**config.mk**
```make
export PLATFORM = sky130hd
export DESIGN_NAME = sequence_record_base_packer_core
export DESIGN_NICKNAME = d
export VERILOG_FILES = /design/src/hdl/srbp_pkg.sv /design/src/hdl/srbp_store.sv /design/src/hdl/srbp_emit.sv /design/src/hdl/sequence_record_base_packer_core.sv
export SDC_FILE = /design/constraint.sdc
export NUM_CORES = 1
export LEC_CHECK = 0
export BUFFER_PORTS_ARGS = -buffer_cell sky130_fd_sc_hd__buf_2
export CORE_ASPECT_RATIO = 1.75
export CORE_UTILIZATION = 59
export CTS_CLUSTER_SIZE = 28
export DETAILED_ROUTE_END_ITERATION = 8
export PLACE_DENSITY = 0.74
export SKIP_CTS_REPAIR_TIMING = 1
export SYNTH_ARGS = -nofsm -noshare
export SYNTH_HDL_FRONTEND = slang
export SYNTH_SLANG_ARGS = --single-unit
```
**constraint.sdc**
```tcl
create_clock -name aclk -period 4.5 [get_ports aclk]
set_clock_uncertainty 0.15 [all_clocks]
set_input_delay 0.45 -clock aclk [delete_from_list [all_inputs] [get_ports aclk]]
set_output_delay 0.45 -clock aclk [all_outputs]
set_load 0.01 [all_outputs]
```
**src/hdl/srbp_pkg.sv**
```systemverilog
package srbp_pkg;

    localparam int READ_LENGTH    = 100;
    localparam int STORE_WORDS    = 7;
    localparam int BASES_PER_WORD = 16;
    localparam int STORE_BASES    = STORE_WORDS * BASES_PER_WORD;
    localparam int EFF_LEN        = (READ_LENGTH > STORE_BASES) ? STORE_BASES : READ_LENGTH;
    localparam int EMIT_WORDS     = (EFF_LEN + BASES_PER_WORD - 1) / BASES_PER_WORD;

    localparam int WORD_W       = 32;
    localparam int CODE_W       = 2;
    localparam int SLOT_W       = $clog2(BASES_PER_WORD);
    localparam int STORE_ADDR_W = $clog2(STORE_WORDS);
    localparam int POS_W        = $clog2(STORE_BASES + 1);
    localparam int EMIT_CNT_W   = $clog2(EMIT_WORDS + 1);
    localparam int INDEX_W      = 3;
    localparam int BYTE_W       = 8;
    localparam int S_TDATA_W    = 8;
    localparam int M_TDATA_W    = 40;

    localparam logic [BYTE_W-1:0] CH_HEADER  = 8'h3E;
    localparam logic [BYTE_W-1:0] CH_PLUS    = 8'h2B;
    localparam logic [BYTE_W-1:0] CH_NEWLINE = 8'h0A;
    localparam logic [BYTE_W-1:0] CH_A       = 8'h41;
    localparam logic [BYTE_W-1:0] CH_C       = 8'h43;
    localparam logic [BYTE_W-1:0] CH_G       = 8'h47;
    localparam logic [BYTE_W-1:0] CH_T       = 8'h54;
    localparam logic [BYTE_W-1:0] CH_N       = 8'h4E;

    typedef enum logic [2:0] {
        PH_START,
        PH_HEADER,
        PH_BASES,
        PH_AFTER,
        PH_PLUS,
        PH_QUAL
    } phase_t;

    typedef struct packed {
        logic                  busy;
        logic [EMIT_CNT_W-1:0] ptr;
    } emit_status_t;

    function automatic logic [CODE_W-1:0] base_code(input logic [BYTE_W-1:0] b);
        logic [CODE_W-1:0] code;
        case (b)
            CH_C:    code = 2'd1;
            CH_G:    code = 2'd2;
            CH_T:    code = 2'd3;
            CH_N:    code = 2'd2;
            default: code = 2'd0;
        endcase
        return code;
    endfunction

endpackage

```
**src/hdl/srbp_store.sv**
```systemverilog
module srbp_store (
    input  logic                                aclk,
    input  logic                                aresetn,
    input  logic                                wr_en,
    input  logic [srbp_pkg::STORE_ADDR_W-1:0]   wr_addr,
    input  logic [srbp_pkg::WORD_W-1:0]         wr_data,
    input  logic [srbp_pkg::STORE_ADDR_W-1:0]   rda_addr,
    output logic [srbp_pkg::WORD_W-1:0]         rda_data,
    input  logic [srbp_pkg::STORE_ADDR_W-1:0]   rdb_addr,
    output logic [srbp_pkg::WORD_W-1:0]         rdb_data
);

    logic [srbp_pkg::WORD_W-1:0]       mem [srbp_pkg::STORE_WORDS];
    logic [srbp_pkg::STORE_WORDS-1:0]  valid_reg;
    logic [srbp_pkg::WORD_W-1:0]       rda_reg;
    logic [srbp_pkg::WORD_W-1:0]       rdb_reg;
    logic                              rda_vld_reg;
    logic                              rdb_vld_reg;
    logic [srbp_pkg::STORE_ADDR_W-1:0] rda_addr_reg;
    logic                              fwd_vld_reg;
    logic [srbp_pkg::STORE_ADDR_W-1:0] fwd_addr_reg;
    logic [srbp_pkg::WORD_W-1:0]       fwd_data_reg;

    always_ff @(posedge aclk) begin
        if (wr_en) begin
            mem[wr_addr] <= wr_data;
        end
        rda_reg      <= mem[rda_addr];
        rdb_reg      <= mem[rdb_addr];
        rda_addr_reg <= rda_addr;
        fwd_addr_reg <= wr_addr;
        fwd_data_reg <= wr_data;
    end

    always_ff @(posedge aclk) begin
        if (!aresetn) begin
            valid_reg   <= '0;
            rda_vld_reg <= 1'b0;
            rdb_vld_reg <= 1'b0;
            fwd_vld_reg <= 1'b0;
        end else begin
            if (wr_en) begin
                valid_reg[wr_addr] <= 1'b1;
            end
            rda_vld_reg <= valid_reg[rda_addr];
            rdb_vld_reg <= valid_reg[rdb_addr];
            fwd_vld_reg <= wr_en;
        end
    end

    // A write in the cycle of the read is not yet in the array, so it is forwarded.
    always_comb begin
        if (fwd_vld_reg && (fwd_addr_reg == rda_addr_reg)) begin
            rda_data = fwd_data_reg;
        end else if (rda_vld_reg) begin
            rda_data = rda_reg;
        end else begin
            rda_data = '0;
        end
        rdb_data = rdb_vld_reg ? rdb_reg : '0;
    end

endmodule

```
**src/hdl/srbp_emit.sv**
```systemverilog
module srbp_emit (
    input  logic                                aclk,
    input  logic                                aresetn,
    input  logic                                start,
    output srbp_pkg::emit_status_t              status,
    output logic [srbp_pkg::STORE_ADDR_W-1:0]   rd_addr,
    input  logic [srbp_pkg::WORD_W-1:0]         rd_data,
    output logic                                m_tvalid,
    input  logic                                m_tready,
    output logic [srbp_pkg::M_TDATA_W-1:0]      m_tdata, // packed_word[31:0], word_index[34:32]
    output logic                                m_tlast  // last_word
);

    logic [srbp_pkg::EMIT_CNT_W-1:0] ptr_reg;
    logic [srbp_pkg::EMIT_CNT_W-1:0] ptr_next;
    logic                            pend_reg;
    logic [srbp_pkg::EMIT_CNT_W-1:0] pend_idx_reg;
    logic                            out_vld_reg;
    logic [srbp_pkg::WORD_W-1:0]     out_word_reg;
    logic [srbp_pkg::INDEX_W-1:0]    out_idx_reg;
    logic                            out_last_reg;
    logic                            busy;
    logic                            issue;

    assign busy  = (ptr_reg != srbp_pkg::EMIT_CNT_W'(srbp_pkg::EMIT_WORDS));
    assign issue = busy && !pend_reg && (!out_vld_reg || m_tready);

    always_comb begin
        ptr_next = ptr_reg;
        if (start) begin
            ptr_next = '0;
        end else if (issue) begin
            ptr_next = ptr_reg + 1'b1;
        end
    end

    always_ff @(posedge aclk) begin
        if (!aresetn) begin
            ptr_reg     <= srbp_pkg::EMIT_CNT_W'(srbp_pkg::EMIT_WORDS);
            pend_reg    <= 1'b0;
            out_vld_reg <= 1'b0;
        end else begin
            ptr_reg  <= ptr_next;
            pend_reg <= issue;
            if (pend_reg) begin
                out_vld_reg <= 1'b1;
            end else if (m_tready) begin
                out_vld_reg <= 1'b0;
            end
        end
    end

    always_ff @(posedge aclk) begin
        pend_idx_reg <= ptr_reg;
        if (pend_reg) begin
            out_word_reg <= rd_data;
            out_idx_reg  <= srbp_pkg::INDEX_W'(pend_idx_reg);
            out_last_reg <= (pend_idx_reg == srbp_pkg::EMIT_CNT_W'(srbp_pkg::EMIT_WORDS - 1));
        end
    end

    assign rd_addr     = ptr_reg[srbp_pkg::STORE_ADDR_W-1:0];
    assign status.busy = busy;
    assign status.ptr  = ptr_reg;
    assign m_tvalid    = out_vld_reg;
    assign m_tdata     = {5'd0, out_idx_reg, out_word_reg};
    assign m_tlast     = out_last_reg;

endmodule

```
**src/hdl/sequence_record_base_packer_core.sv**
```systemverilog
// Accepts one byte beat per cycle; a record's words leave one beat at a time after the beat
// that completes the record, each read from the store and registered before it is offered.
// Input stalls while a new record completes before every word of the previous one has
// been read from the store, or while a base targets a store word that the word reader
// has not yet fetched.
// Reset is synchronous and active low; the read store reads as zero until each word is
// first written, so no clearing pass follows reset.
module sequence_record_base_packer_core (
    input  logic                               aclk,
    input  logic                               aresetn,
    input  logic                               s_tvalid,
    output logic                               s_tready,
    input  logic [srbp_pkg::S_TDATA_W-1:0]     s_tdata, // text_byte[7:0]
    input  logic                               s_tlast, // end_of_file
    output logic                               m_tvalid,
    input  logic                               m_tready,
    output logic [srbp_pkg::M_TDATA_W-1:0]     m_tdata, // packed_word[31:0], word_index[34:32]
    output logic                               m_tlast  // last_word
);

    srbp_pkg::phase_t                  phase_reg;
    srbp_pkg::phase_t                  phase_next;
    logic                              halted_reg;
    logic                              halted_next;
    logic [srbp_pkg::POS_W-1:0]        pos_reg;
    logic [srbp_pkg::POS_W-1:0]        pos_next;
    logic                              s1_vld_reg;
    logic [srbp_pkg::STORE_ADDR_W-1:0] s1_addr_reg;
    logic [srbp_pkg::SLOT_W-1:0]       s1_slot_reg;
    logic [srbp_pkg::CODE_W-1:0]       s1_code_reg;

    logic [srbp_pkg::BYTE_W-1:0]       b;
    logic                              accept;
    logic                              need_emit;
    logic                              is_put;
    logic                              stall;
    logic [srbp_pkg::STORE_ADDR_W-1:0] word;
    logic [srbp_pkg::WORD_W-1:0]       old_word;
    logic [srbp_pkg::WORD_W-1:0]       new_word;
    logic [4:0]                        shift;
    logic [srbp_pkg::STORE_ADDR_W-1:0] emit_addr;
    logic [srbp_pkg::WORD_W-1:0]       emit_data;
    srbp_pkg::emit_status_t            emit_st;

    assign b    = s_tdata[srbp_pkg::BYTE_W-1:0];
    assign word = srbp_pkg::STORE_ADDR_W'(pos_reg >> srbp_pkg::SLOT_W);

    always_comb begin
        need_emit = 1'b0;
        is_put    = 1'b0;
        if (!halted_reg) begin
            if (s_tlast) begin
                need_emit = (phase_reg == srbp_pkg::PH_AFTER);
            end else begin
                need_emit = ((phase_reg == srbp_pkg::PH_AFTER) && (b != srbp_pkg::CH_PLUS))
                         || ((phase_reg == srbp_pkg::PH_QUAL) && (b == srbp_pkg::CH_NEWLINE));
                is_put    = (phase_reg == srbp_pkg::PH_BASES) && (b != srbp_pkg::CH_NEWLINE)
                         && (pos_reg < srbp_pkg::POS_W'(srbp_pkg::EFF_LEN));
            end
        end
    end

    assign stall = emit_st.busy
                && (need_emit
                    || (is_put && (srbp_pkg::EMIT_CNT_W'(word) >= emit_st.ptr)));
    assign s_tready = !stall;
    assign accept   = s_tvalid && !stall;

    always_comb begin
        phase_next  = phase_reg;
        halted_next = halted_reg;
        pos_next    = pos_reg;
        if (accept) begin
            if (s_tlast) begin
                phase_next  = srbp_pkg::PH_START;
                halted_next = 1'b0;
            end else if (!halted_reg) begin
                unique case (phase_reg) inside
                    srbp_pkg::PH_START, srbp_pkg::PH_AFTER: begin
                        if (phase_reg == srbp_pkg::PH_AFTER && b == srbp_pkg::CH_PLUS) begin
                            phase_next = srbp_pkg::PH_PLUS;
                        end else if (b == srbp_pkg::CH_HEADER) begin
                            phase_next = srbp_pkg::PH_HEADER;
                        end else begin
                            phase_next  = srbp_pkg::PH_START;
                            halted_next = 1'b1;
                        end
                    end
                    srbp_pkg::PH_HEADER: begin
                        if (b == srbp_pkg::CH_NEWLINE) begin
                            phase_next = srbp_pkg::PH_BASES;
                            pos_next   = '0;
                        end
                    end
                    srbp_pkg::PH_BASES: begin
                        if (b == srbp_pkg::CH_NEWLINE) begin
                            phase_next = srbp_pkg::PH_AFTER;
                        end else if (is_put) begin
                            pos_next = pos_reg + 1'b1;
                        end
                    end
                    srbp_pkg::PH_PLUS: begin
                        if (b == srbp_pkg::CH_NEWLINE) begin
                            phase_next = srbp_pkg::PH_QUAL;
                        end
                    end
                    srbp_pkg::PH_QUAL: begin
                        if (b == srbp_pkg::CH_NEWLINE) begin
                            phase_next = srbp_pkg::PH_START;
                        end
                    end
                    default: begin
                        phase_next = srbp_pkg::PH_START;
                    end
                endcase
            end
        end
    end

    always_ff @(posedge aclk) begin
        if (!aresetn) begin
            phase_reg  <= srbp_pkg::PH_START;
            halted_reg <= 1'b0;
            pos_reg    <= '0;
            s1_vld_reg <= 1'b0;
        end else begin
            phase_reg  <= phase_next;
            halted_reg <= halted_next;
            pos_reg    <= pos_next;
            s1_vld_reg <= accept && is_put;
        end
    end

    always_ff @(posedge aclk) begin
        s1_addr_reg <= word;
        s1_slot_reg <= pos_reg[srbp_pkg::SLOT_W-1:0];
        s1_code_reg <= srbp_pkg::base_code(b);
    end

    assign shift    = {~s1_slot_reg, 1'b0};
    assign new_word = (old_word & ~(srbp_pkg::WORD_W'(2'b11) << shift))
                    | (srbp_pkg::WORD_W'(s1_code_reg) << shift);

    srbp_store u_store (
        .aclk     (aclk),
        .aresetn  (aresetn),
        .wr_en    (s1_vld_reg),
        .wr_addr  (s1_addr_reg),
        .wr_data  (new_word),
        .rda_addr (word),
        .rda_data (old_word),
        .rdb_addr (emit_addr),
        .rdb_data (emit_data)
    );

    srbp_emit u_emit (
        .aclk     (aclk),
        .aresetn  (aresetn),
        .start    (accept && need_emit),
        .status   (emit_st),
        .rd_addr  (emit_addr),
        .rd_data  (emit_data),
        .m_tvalid (m_tvalid),
        .m_tready (m_tready),
        .m_tdata  (m_tdata),
        .m_tlast  (m_tlast)
    );

endmodule
```
==> flow_results.org, run 1 <==
** STA
- Number of max-slew violations in the final report :: 0
- Maximum frequency from static timing analysis :: 311 MHz
- In the finished design, the share of the clock period the worst path needs comes to 0.715.
- Worst max-slew margin expressed relative to the limit :: 0.208
- Final hold analysis gives a worst-case slack of 24.1 ps.
- The hold violation total from the final report came to 0.
- Setup total negative slack :: 0 ps
- Setup repair after global routing missed its margin :: no
- Setup violations remaining at the end of the flow were counted as 0.
- At the pin with the least slew margin, the transition time is 1180 ps.
- The worst path needs 3220 ps of the cycle, external delays included.

** Setup path
- Counting stages on the worst path, the most repeated cell is nor2b_1.
- Sort of element at the end of the critical path :: output pin
- Data arrival time of the worst path :: 2620 ps
- Launching element of the worst setup path :: pos_reg[4]
- Critical path class :: flip-flop to output pin
- In this run the critical register-to-register path is launched from u_store.rda_addr_reg[2].
- Along the worst path, the maximum fanout reaches 31.
- Worst setup path endpoint :: s_tready
- Counting cells, the worst reg-to-reg path comes to 4.
- The signal on the critical path passes through inv_1 -> ha_1 -> nor2b_1 -> o21ai_0 -> nand3_1 -> nor2b_1 -> buf_2.
- Register-to-register setup slack :: 1690 ps
- For the worst setup path, the data required time is 3900 ps.
- Startpoint types :: flip-flop
- Cell at the slowest stage of the critical path :: dfxtp_4
- For this run, the slowest stage of the critical path takes 720 ps.
- The worst register-to-register path ends at u_store.mem[0][22].

** Finish
- Counting flops per register, the top entry is u_store.mem.
- From synthesis to final layout, the design area changed by 10.4%.
- Max FFs per register :: 224
- Cell area after layout :: 17900 µm²
- Fill count :: 1953
- The repair_antennas step left the layout with diodes totalling 0.
- Util after Layout :: 0.661
- The net count of the finished layout is 1266.
- Fraction of final layout cells sized beyond drive strength 1 :: 0.167

** GRT
- The initial antenna violation count was 0.
- GRT busiest layer :: met2
- Total overflow reported by the global router :: 0
- Vias in the first global route :: 10064
- For met1 alone, demand over resource in global routing was 0.315.
- Entering global routing, the biggest net connects 70 pins.
- Met3 Resource Use GR :: 0.0347
- Global-route wire length before repair :: 55.7 mm
- Total routing resource utilization after global routing :: 0.264
- GR Util met2 :: 0.477

** Min path
- Type of the worst min-delay path :: input pin to flip-flop

** Synthesis
- Among all flip-flop cells after synthesis, the most frequent one is edfxtp_1.
- Synth Warn # :: 0
- Post-Synthesis Cell Area :: 16200 µm²
- Number of different library cells in the post-synthesis netlist :: 57
- Number of flops mapped to enable cells by yosys :: 260
- Of the post-synthesis cell area, the dominant cell type holds 0.481.
- The largest total area in the synthesized netlist belongs to edfxtp_1.
- A synthesized cell averages 13.3 µm².
- Post-synthesis async set-or-reset flop share :: 0
- The synthesized design contains 398 register bits.
- Ranked by total cell area, the synthesized netlist is headed by edfxtp_1, dfxtp_1, mux4_2, mux2i_1, a21oi_1.
- Synthesis handed over a netlist of 1221 instances.
- Part of the Yosys area used for sequential elements :: 0.651

** Routing
- Average vias per placed instance :: 6.09
- Vias after detailed routing :: 9985
- After detailed routing, the average wire length per cell comes to 21.8 µm.
- Before antenna repair, the detailed router went through 4 iterations.
- Routed WL :: 35.7 mm
- Antenna Violating Nets Remaining :: 0
- In the routed design, unresolved DRC markers number 0.
- Iteration-0 DRC count of the detailed router :: 739

** CTS
- Clock tree from TritonCTS :: built
- Counting along the longest clock path gives a buffer depth of 3.
- Clock tree synthesis found a total of 398 sinks.
- The clock reaches the later pin of the worst-skew pair after 530 ps.
- Cts bufs inserted :: 35
- The clock tree synthesis step divided the H-tree into 2 levels.
- Clock input transition at the sequential cells of the worst setup and hold paths :: 70 ps
- The cell sitting at the root of the clock tree is a clkbuf_16.

** Floorplan
- Total I/O pin count :: 56
- Die boundary width :: 127 µm
- Initial cell density of the core :: 0.599
- In this run the vertical extent of the chip is 221 µm.
- Total number of placement rows :: 80
- After floorplanning, the core was sized to cover 27100 µm².
- Total Die Area :: 28200 µm²

** Place
- Total half-perimeter wirelength after legalization and detailed placement :: 20.6 mm
- Final GP Congestion :: 0.818
- Input/output buffers :: 50
- Summing all placed instances gives a cell area of 16800 µm².

** Job
- Across the run, the number of max-cap violations was 0.

** Outcome
- Status :: completed

** Pwr
- Summing internal, switching and leakage power gives 8.10 mW.
- Largest voltage drop on the vdd net :: 0.353 mV
- P_leak :: 6.14 nW
- In this run the power density over the cells is 452 nW/µm².
how the worst min path moves through the flow:
stage	cells after the start	startpoint	endpoint
after global placement	0	u_store.rda_addr_reg[1]	u_store.fwd_addr_reg[1]
after floorplan	0	pos_reg[4]	u_store.rda_addr_reg[0]
after CTS	2	s_tdata[3]	s1_code_reg[0]
final	2	s_tdata[3]	s1_code_reg[0]
after global routing	3	s_tdata[6]	s1_code_reg[0]
after detailed placement	0	u_store.rda_addr_reg[1]	u_store.fwd_addr_reg[1]
cells by family (layout without fill, tap and decap cells):
logic type	after synthesis	in the layout	share of synthesized area
simple gates	350	350	0.102
xor+xnor	5	5	0.00270
compound gates	230	230	0.0802
mux	136	136	0.135
fa+ha+maj	6	6	0.00462
buf+inv	95	141	0.0245
flops	398	398	0.651
other cells	1	5	0.000231
cell type report:
type / count / area (µm²) / share of cell area
Tap cell: 369 / 462 / 0.0257
Multi-Input combinational cell: 732 / 5340 / 0.298
Clock buffer: 48 / 987 / 0.0551
Sequential cell: 398 / 10600 / 0.590
Clock inverter: 13 / 115 / 0.00642
Timing Repair Buffer: 68 / 398 / 0.0222
Inverter: 12 / 45.0 / 0.00251
cells in the mapped netlist, types with 5 or more instances:
cell,number
edfxtp_1,260
dfxtp_1,138
nand2_1,119
nor2_1,98
a21oi_1,95
o21ai_0,89
mux2i_1,70
mux4_2,66
clkbuf_1,46
and2_1,34
and3_1,25
buf_2,18
nand3_1,16
buf_1,14
a31oi_1,13
nor3_1,13
inv_1,12
nand2b_1,9
o21a_1,8
nand4_1,7
ha_1,6
buf_4,5
or2_2,5
xnor2_1,5
through the flow:
stage	setup slack (ps)	instances
final	1280	1640
after floorplan	1130	1225
after detailed placement	1730	1579
after CTS	1270	1640
after global routing	1090	1640
after global placement	1800	1579
power breakdown:
| group | leakage (nW) | total, mW | switching (mW) | internal [mW] |
|---|---|---|---|---|
| logic | 2.35 | 0.862 | 0.474 | 0.389 |
| clock network | 0.535 | 2.93 | 1.27 | 1.65 |
| registers | 3.25 | 4.31 | 0.210 | 4.10 |
layer usage:
metal,share of wire,vias up
li1,-,4586
met1,0.38,5013
met2,0.54,306
met3,0.048,80
met4,0.034,0
met5,0,-
critical path: cells and delay by family, from the launching register on:
kind	cells	cell delay, ps
fa+ha+maj	1	320
flops	1	720
compound gates	1	220
simple gates	3	500
buf+inv	2	320
cell usage in the layout, fill, tap and decap left out, types with 8 or more instances in the layout:
master       n
inv_1       10
edfxtp_1   260
mux2i_1     70
o21a_1       8
buf_2       50
a31oi_1     13
nand2_1    119
nor3_1      11
and2_1      34
mux4_2      66
nand2b_1     9
nand3_1     16
o21ai_0     89
dfxtp_1    133
a21oi_1     95
and3_1      25
clkbuf_16   37
nor2_1      93
clkbuf_1     9
buf_4       17
No activity file was read; power rests on OpenSTA's default activity.
==> run 2: changes to the inputs <==
- clock period: 4.5 -> 3.1 ns (I/O delays scaled with it)
==> run 2 against run 1 <==
Clock-buffer cell count shrank 3. Clock power grew 44%. Critical path depth is the same. First-iteration DRC count shrank 4.2%. Total power grew 45%. Wire length shrank 0.85%. Combinational power grew 71%. Via count is essentially flat. Worst hold slack lost 8.5 ps. Register-to-register slack lost 1200 ps. Critical endpoint unchanged.
==> flow_results.org, run 2 (synthesized netlist as in run 1, its figures left out) <==
** Finish
- The net count of the finished layout is 1281.
- The area growth from synthesis to layout is 11.9%.
- The library cell used most frequently in the layout, excluding fill and tap cells, is edfxtp_1.
- Ranked by flip-flop count, first place goes to u_store.mem.
- Of the cells placed in the final design, the portion with a size suffix greater than 1 is 0.176.
- Leaving out fill and tap cells, the most frequent cells in the layout are edfxtp_1, dfxtp_1, nand2_1.
- The finished cells cover 18200 µm².
- Util after Layout :: 0.670
- Antenna cells :: 0
- The register with the most flip-flops in the layout has 224 of them.

** Pwr
- For this design the ratio of total power to cell area is 645 nW/µm².
- P_leak :: 6.25 nW
- Largest voltage drop on the vdd net :: 0.445 mV

** Floorplan
- The die is 221 µm tall.
- The die is 127 µm wide.
- For this configuration, the core starts out at a cell density of 0.599.
- The die covers 28200 µm².
- Area of the core region :: 27100 µm²
- The initialized floorplan defines 80 standard-cell rows.
- Pin placement for this block handled 56 I/O pins.

** Routing
- Before antenna repair, the detailed router went through 5 iterations.
- Using the TritonRoute via totals, the vias-per-cell ratio works out to 6.02.
- In this run, the number of DRC markers left after iteration 0 of detailed routing was 708.
- Antenna Violating Nets Remaining :: 0
- After detailed routing, the total wire length is 35.4 mm.
- Routed wirelength normalized by instance count :: 21.4 µm
- Vias after detailed routing :: 9978
- For this run, design rule violations remaining after detail routing come to 0.

** STA
- Derived from the worst setup path, the maximum achievable clock frequency is 349 MHz.
- The hold violation total from the final report was 0.
- Number of max-slew violations in the final report :: 0
- Setup repair after global routing left no endpoint under its margin.
- Worst max-slew margin expressed relative to the limit :: 0.451
- Setup violations remaining at the end of the flow were counted as 0.
- Crit path time final :: 2860 ps
- Final worst-path cycle share :: 0.923
- At the pin with the least slew margin, the transition time is 823 ps.
- Summed over all failing endpoints, the final setup total negative slack is 0 ps.

** Min path
- Type of the worst min-delay path :: input pin to flip-flop

** GRT
- Initial antenna violation count :: 0
- Total routing resource utilization after global routing :: 0.261
- Maximum number of pins on one net before global-route repair :: 92
- Global-route wire length before repair :: 55.1 mm
- Global routing finished with a remaining overflow of 0.
- Vias in the first global route :: 10120

** Setup path
- For the worst setup path, the data required time is 2640 ps.
- Startpoint types :: input pin
- Grouping stages by cell kind, the critical path spends the most delay in simple AND/OR/NAND/NOR gates.
- Data arrival time of the worst path :: 2400 ps
- The critical path goes through dlygate4sd3_1 -> buf_2 -> or4_1 -> nor4_2 -> o21a_2 -> nor2b_1 -> buf_2.
- In this run the worst path has a maximum fanout of 9.
- Buf/Inv on CP :: 3
- The slowest stage of the critical path is the or4_1 cell.
- In this design, the stage delay of the slowest critical-path cell is 550 ps.
- Sort of element at the end of the critical path :: output pin
- The critical path is of the input pin to output pin type.
- Most common cell type on the critical path :: buf_2

** Outcome
- Status :: completed

** CTS
- Clock sink count :: 398
- The clock tree synthesis step divided the H-tree into 2 levels.
- Counting along the longest clock path gives a buffer depth of 3.
- Cts bufs inserted :: 35
- Clock tree from TritonCTS :: built
- The cell sitting at the root of the clock tree is a clkbuf_16.
- Clock input transition at the sequential cells of the worst setup and hold paths :: 70 ps
- Clock latency on the worst-skew pair :: 530 ps

** Place
- Area after DPL :: 17000 µm²
- Final GP Congestion :: 0.802
- Total half-perimeter wirelength after legalization and detailed placement :: 20.3 mm
- In this run the tool buffered the top-level ports with 50 buffer cells.

** Job
- Across the run, the number of max-cap violations was 0.
run 2: changes by cell type in the layout (fill, tap and decap cells not counted), sizes merged:
cell	delta
inv	+1
buf	+10
dlygate4sd3	+5
bufinv	-1
clkbuf	-3
clkinvlp	-2
clkinv	+7
run 2: worst paths after layout:
kind / startpoint / endpoint / slack (ps) / cells after the start
setup / recovery: s_tdata[2] / s_tready / 240 / 7
hold / removal: s_tdata[7] / s1_code_reg[1] / 20 / 3
setup reg to reg: u_store.rda_addr_reg[2] / u_store.mem[1][19] / 480 / 6
hold reg to reg: u_store.rda_addr_reg[1] / u_store.fwd_addr_reg[1] / 240 / 0
run 2: power by group:
part	total (mW)	internal, mW	switching (mW)
clock network	4.21	2.37	1.85
logic	1.47	0.579	0.892
registers	6.04	5.94	0.0925
total	11.7	8.89	2.83
run 2: area by class of cell:
class                   instances  area, µm²
clock buffers                  45        997
clock inverters                18        114
fillers                      1947       8950
inverters                      12       45.0
multi-input cells             732       5350
flip-flops and latches        398      10600
well taps                     369        462
repair buffers                 83        623
run 2: metrics by stage:
step / worst slack [ps] / hold slack (ps) / power, mW / cells
global placement: 705 / 228 / 7.64 / 1589
detailed placement: 569 / 237 / 7.65 / 1589
global route: 124 / 41.9 / 12.2 / 1657
finish: 238 / 15.5 / 11.7 / 1657
CTS: 175 / -133 / 11.8 / 1652
floorplan: 189 / 176 / 7.18 / 1225
run 2: worst reg2reg max path, cell delays in order, from the launching register on:
cell and delay, ps:
dfxtp_1 520, xnor2_1 150, nand4_1 380, buf_12 250, and3_1 190, a21oi_1 40, o21ai_0 620
run 2: per-layer routing:
| layer | share of wire | global-route usage |
|---|---|---|
| met1 | 0.38 | 0.306 |
| met2 | 0.54 | 0.474 |
| met3 | 0.047 | 0.0347 |
| met4 | 0.034 | 0.112 |
| met5 | 0 | 0 |
==> run 3: changes to the inputs <==
- ABC_AREA: default -> 1
- TNS_END_PERCENT: default -> 50
==> run 3 against run 2 <==
Design area up 1.5%. Global-route usage is 4.5 points higher. Final cell count is 27% higher. Utilization grew 0.54 points. Via count rose by 28%. Area after synthesis up 1.3%. Clock power up 16%. Flip-flop and latch count unchanged. Total power increased by 12%. Fmax grew 2.5%. Die area rose by 1.3%. Setup slack improved by 69 ps. Critical path type is now flip-flop to output pin.
==> flow_results.org, run 3 <==
** STA
- Worst max-slew margin expressed relative to the limit :: 0.481
- Number of max-slew violations in the final report :: 0
- Crit path time final :: 2790 ps
- For the pin with the worst max-slew slack, the measured transition is 779 ps.
- Final worst-path cycle share :: 0.901
- Setup repair after global routing missed its margin :: no
- Number of hold violations in the final report :: 0
- For this run, the top clock speed supported by timing is 358 MHz.
- Setup violations remaining at the end of the flow were counted as 0.
- PnR worst setup slack :: 308 ps
- Setup total negative slack :: 0 ps

** Routing
- The first detailed-routing pass took 6 iterations.
- Average vias per placed instance :: 6.08
- Signal routing reaches up to met4.
- Antenna Violating Nets Remaining :: 0
- Routed wirelength normalized by instance count :: 20.3 µm
- Remaining routing DRC violations :: 0
- The routed layout has 12791 vias.
- Detail Route met2 WL :: 22.1 mm
- Detailed routing placed a total of 3.21 mm of wire on met3.
- The final layout contains routed wiring with a total length of 42.7 mm.
- In the final routing, the length of wire on met1 measures 15.4 mm.
- The detailed router finished its first iteration with 1296 violations.

** Place
- Final GP Congestion :: 0.845
- The HPWL after detailed placement is 23.5 mm.
- Timing analysis after detailed placement gives a worst setup slack of 793 ps.
- After detailed placement, the design holds a cell count of 2036.
- Input/output buffers :: 50

** Synthesis
- The commonest cells after synthesis are nand2_1, edfxtp_1, o21ai_0, nor2_1, dfxtp_1.
- The netlist uses 36 different library cells.
- In this run, synthesis inferred 260 flip-flops with an integrated enable.
- Cell types with the largest area share after synthesis :: edfxtp_1, dfxtp_1, o21ai_0, nand2_1, nor2_1
- nand2_1 is the most common cell in the netlist.
- Synth Warn # :: 0
- In the synthesized netlist the dominant register cell turns out to be edfxtp_1.
- Yosys reg bits :: 398
- The share of synthesized area in the top cell type comes to 0.475.
- Part of the Yosys area used for sequential elements :: 0.643
- In this run the mean area of a mapped cell was 9.76 µm².
- Cells after Synth :: 1686
- Cell taking the most area after synthesis :: edfxtp_1
- The cell area that synthesis handed to floorplanning was 16400 µm².
- For this run, asynchronously set or reset flops after synthesis account for 0.

** GRT
- The initial antenna violation count came to 0.
- Total routing resource utilization after global routing :: 0.306
- Entering global routing, the biggest net connects 65 pins.
- Total overflow reported by the global router :: 0
- Vias in the first global route :: 12689
- The first global-routing pass estimated 66.0 mm of wire.

** Finish
- Fraction of final layout cells sized beyond drive strength 1 :: 0.102
- The repair_antennas step left the layout with diodes totalling 0.
- The area growth from synthesis to layout is 12.2%.
- The finished layout holds 2105 standard cells, fillers aside.
- The library cells used most frequently in the layout, excluding fill and tap cells, are nand2_1, edfxtp_1, o21ai_0.
- Max FFs per register :: 224
- The library cell used most frequently in the layout, excluding fill and tap cells, is nand2_1.
- Top register by number of flip-flops :: u_store.mem
- At the end of the flow, the number of nets in the layout was 1729.

** CTS
- Clock sink count :: 398
- Clock latency on the worst-skew pair :: 530 ps
- Clock input transition at the sequential cells of the worst setup and hold paths :: 70 ps
- CTS root buf :: clkbuf_16
- Cts bufs inserted :: 35
- CTS built an H-tree with a depth of 2.
- TritonCTS built the clock tree.
- Counting along the longest clock path gives a buffer depth of 3.

** Setup path
- Critical register-to-register path startpoint :: pos_reg[4]
- Data arrival time of the worst path :: 2330 ps
- Critical path fanouts, max :: 31
- Startpoint types :: flip-flop
- CP required :: 2640 ps
- The endpoint identified for the worst register-to-register timing path is pos_reg[1].
- The most critical setup path has its startpoint at pos_reg[4].
- The worst setup path is of the flip-flop to output pin kind.
- The number of cells on the worst reg-to-reg path is 13.
- Sort of element at the end of the critical path :: output pin
- In this run the register-to-register setup slack is 750 ps.
- In this run the worst setup path terminates at s_tready.

** Floorplan
- Initial cell density of the core :: 0.602
- Total Die Area :: 28600 µm²
- Measured along the y axis, the die boundary spans 223 µm.
- The floorplan has 80 rows.
- 56 I/O pins were placed.
- Area of the core region :: 27300 µm²
- Measured along the x axis, the die boundary spans 128 µm.

** Min path
- In this run the worst hold path is classified as input pin to flip-flop.

** Pwr
- Summed over all cells, the static leakage comes to 7.11 nW.
- For this design the ratio of total power to cell area is 712 nW/µm².
- VDD sags by at most 0.734 mV.

** Job
- Max-cap violation count :: 0

** Outcome
- The run finished with clean final reports.
run 3: kinds of logic (layout without fill, tap and decap cells):
kind of cell	after synthesis	in the layout	share of synthesized area
fa+ha+maj	6	6	0.00456
compound gates	469	469	0.155
buf+inv	207	253	0.0500
flops	398	398	0.643
simple gates	602	602	0.146
mux	1	1	0.000609
xor+xnor	2	2	0.00107
other cells	1	5	0.000228
run 3: routing by layer:
metal | vias up | global-route usage
met5 | - | 0
met4 | 0 | 0.174
met3 | 152 | 0.0396
met2 | 649 | 0.534
met1 | 6129 | 0.358
li1 | 5861 | -
run 3: layout make-up:
cell class	instances	area, µm²
Inverter	99	377
Fill cell	2041	8870
Multi-Input combinational cell	1085	5130
Clock buffer	45	1010
Sequential cell	398	10600
Tap cell	369	462
Timing Repair Buffer	91	598
Clock inverter	18	304
run 3: worst min-delay path by stage:
stage | startpoint | depth (start not counted) | slack, ps | endpoint
after floorplan | pos_reg[4] | 0 | 180 | u_store.rda_addr_reg[0]
after global placement | pos_reg[3] | 0 | 200 | s1_slot_reg[3]
after detailed placement | pos_reg[3] | 0 | 190 | s1_slot_reg[3]
after CTS | s_tdata[2] | 2 | -140 | s1_code_reg[0]
after global routing | s_tdata[1] | 4 | 40 | s1_code_reg[1]
final | s_tdata[7] | 4 | 20 | s1_code_reg[1]
run 3: metrics by stage:
step	cell area (µm²)	power, mW	hold WS, ps	utilization
2_1_floorplan	16500	7.60	176	-
3_3_place_gp	17100	8.29	200	0.625
3_5_place_dp	17100	8.35	188	0.625
4_1_cts	18400	13.2	-138	0.673
5_1_grt	18500	13.7	35.0	0.676
6_report	18500	13.1	18.0	0.676
run 3: where the power goes:
| group | internal [mW] | switching [mW] | total [mW] |
|---|---|---|---|
| sequential | 6.03 | 0.132 | 6.16 |
| combinational | 0.620 | 1.50 | 2.12 |
| clock | 2.98 | 1.89 | 4.87 |
run 3: critical path, cell delays in order (launching register included):
cell and delay, ps:
dfxtp_4 580, inv_2 240, ha_1 340, nand3_1 70, o211ai_1 110, nand4_1 120, nand2_2 110, nand2_4 80
buf_2 150
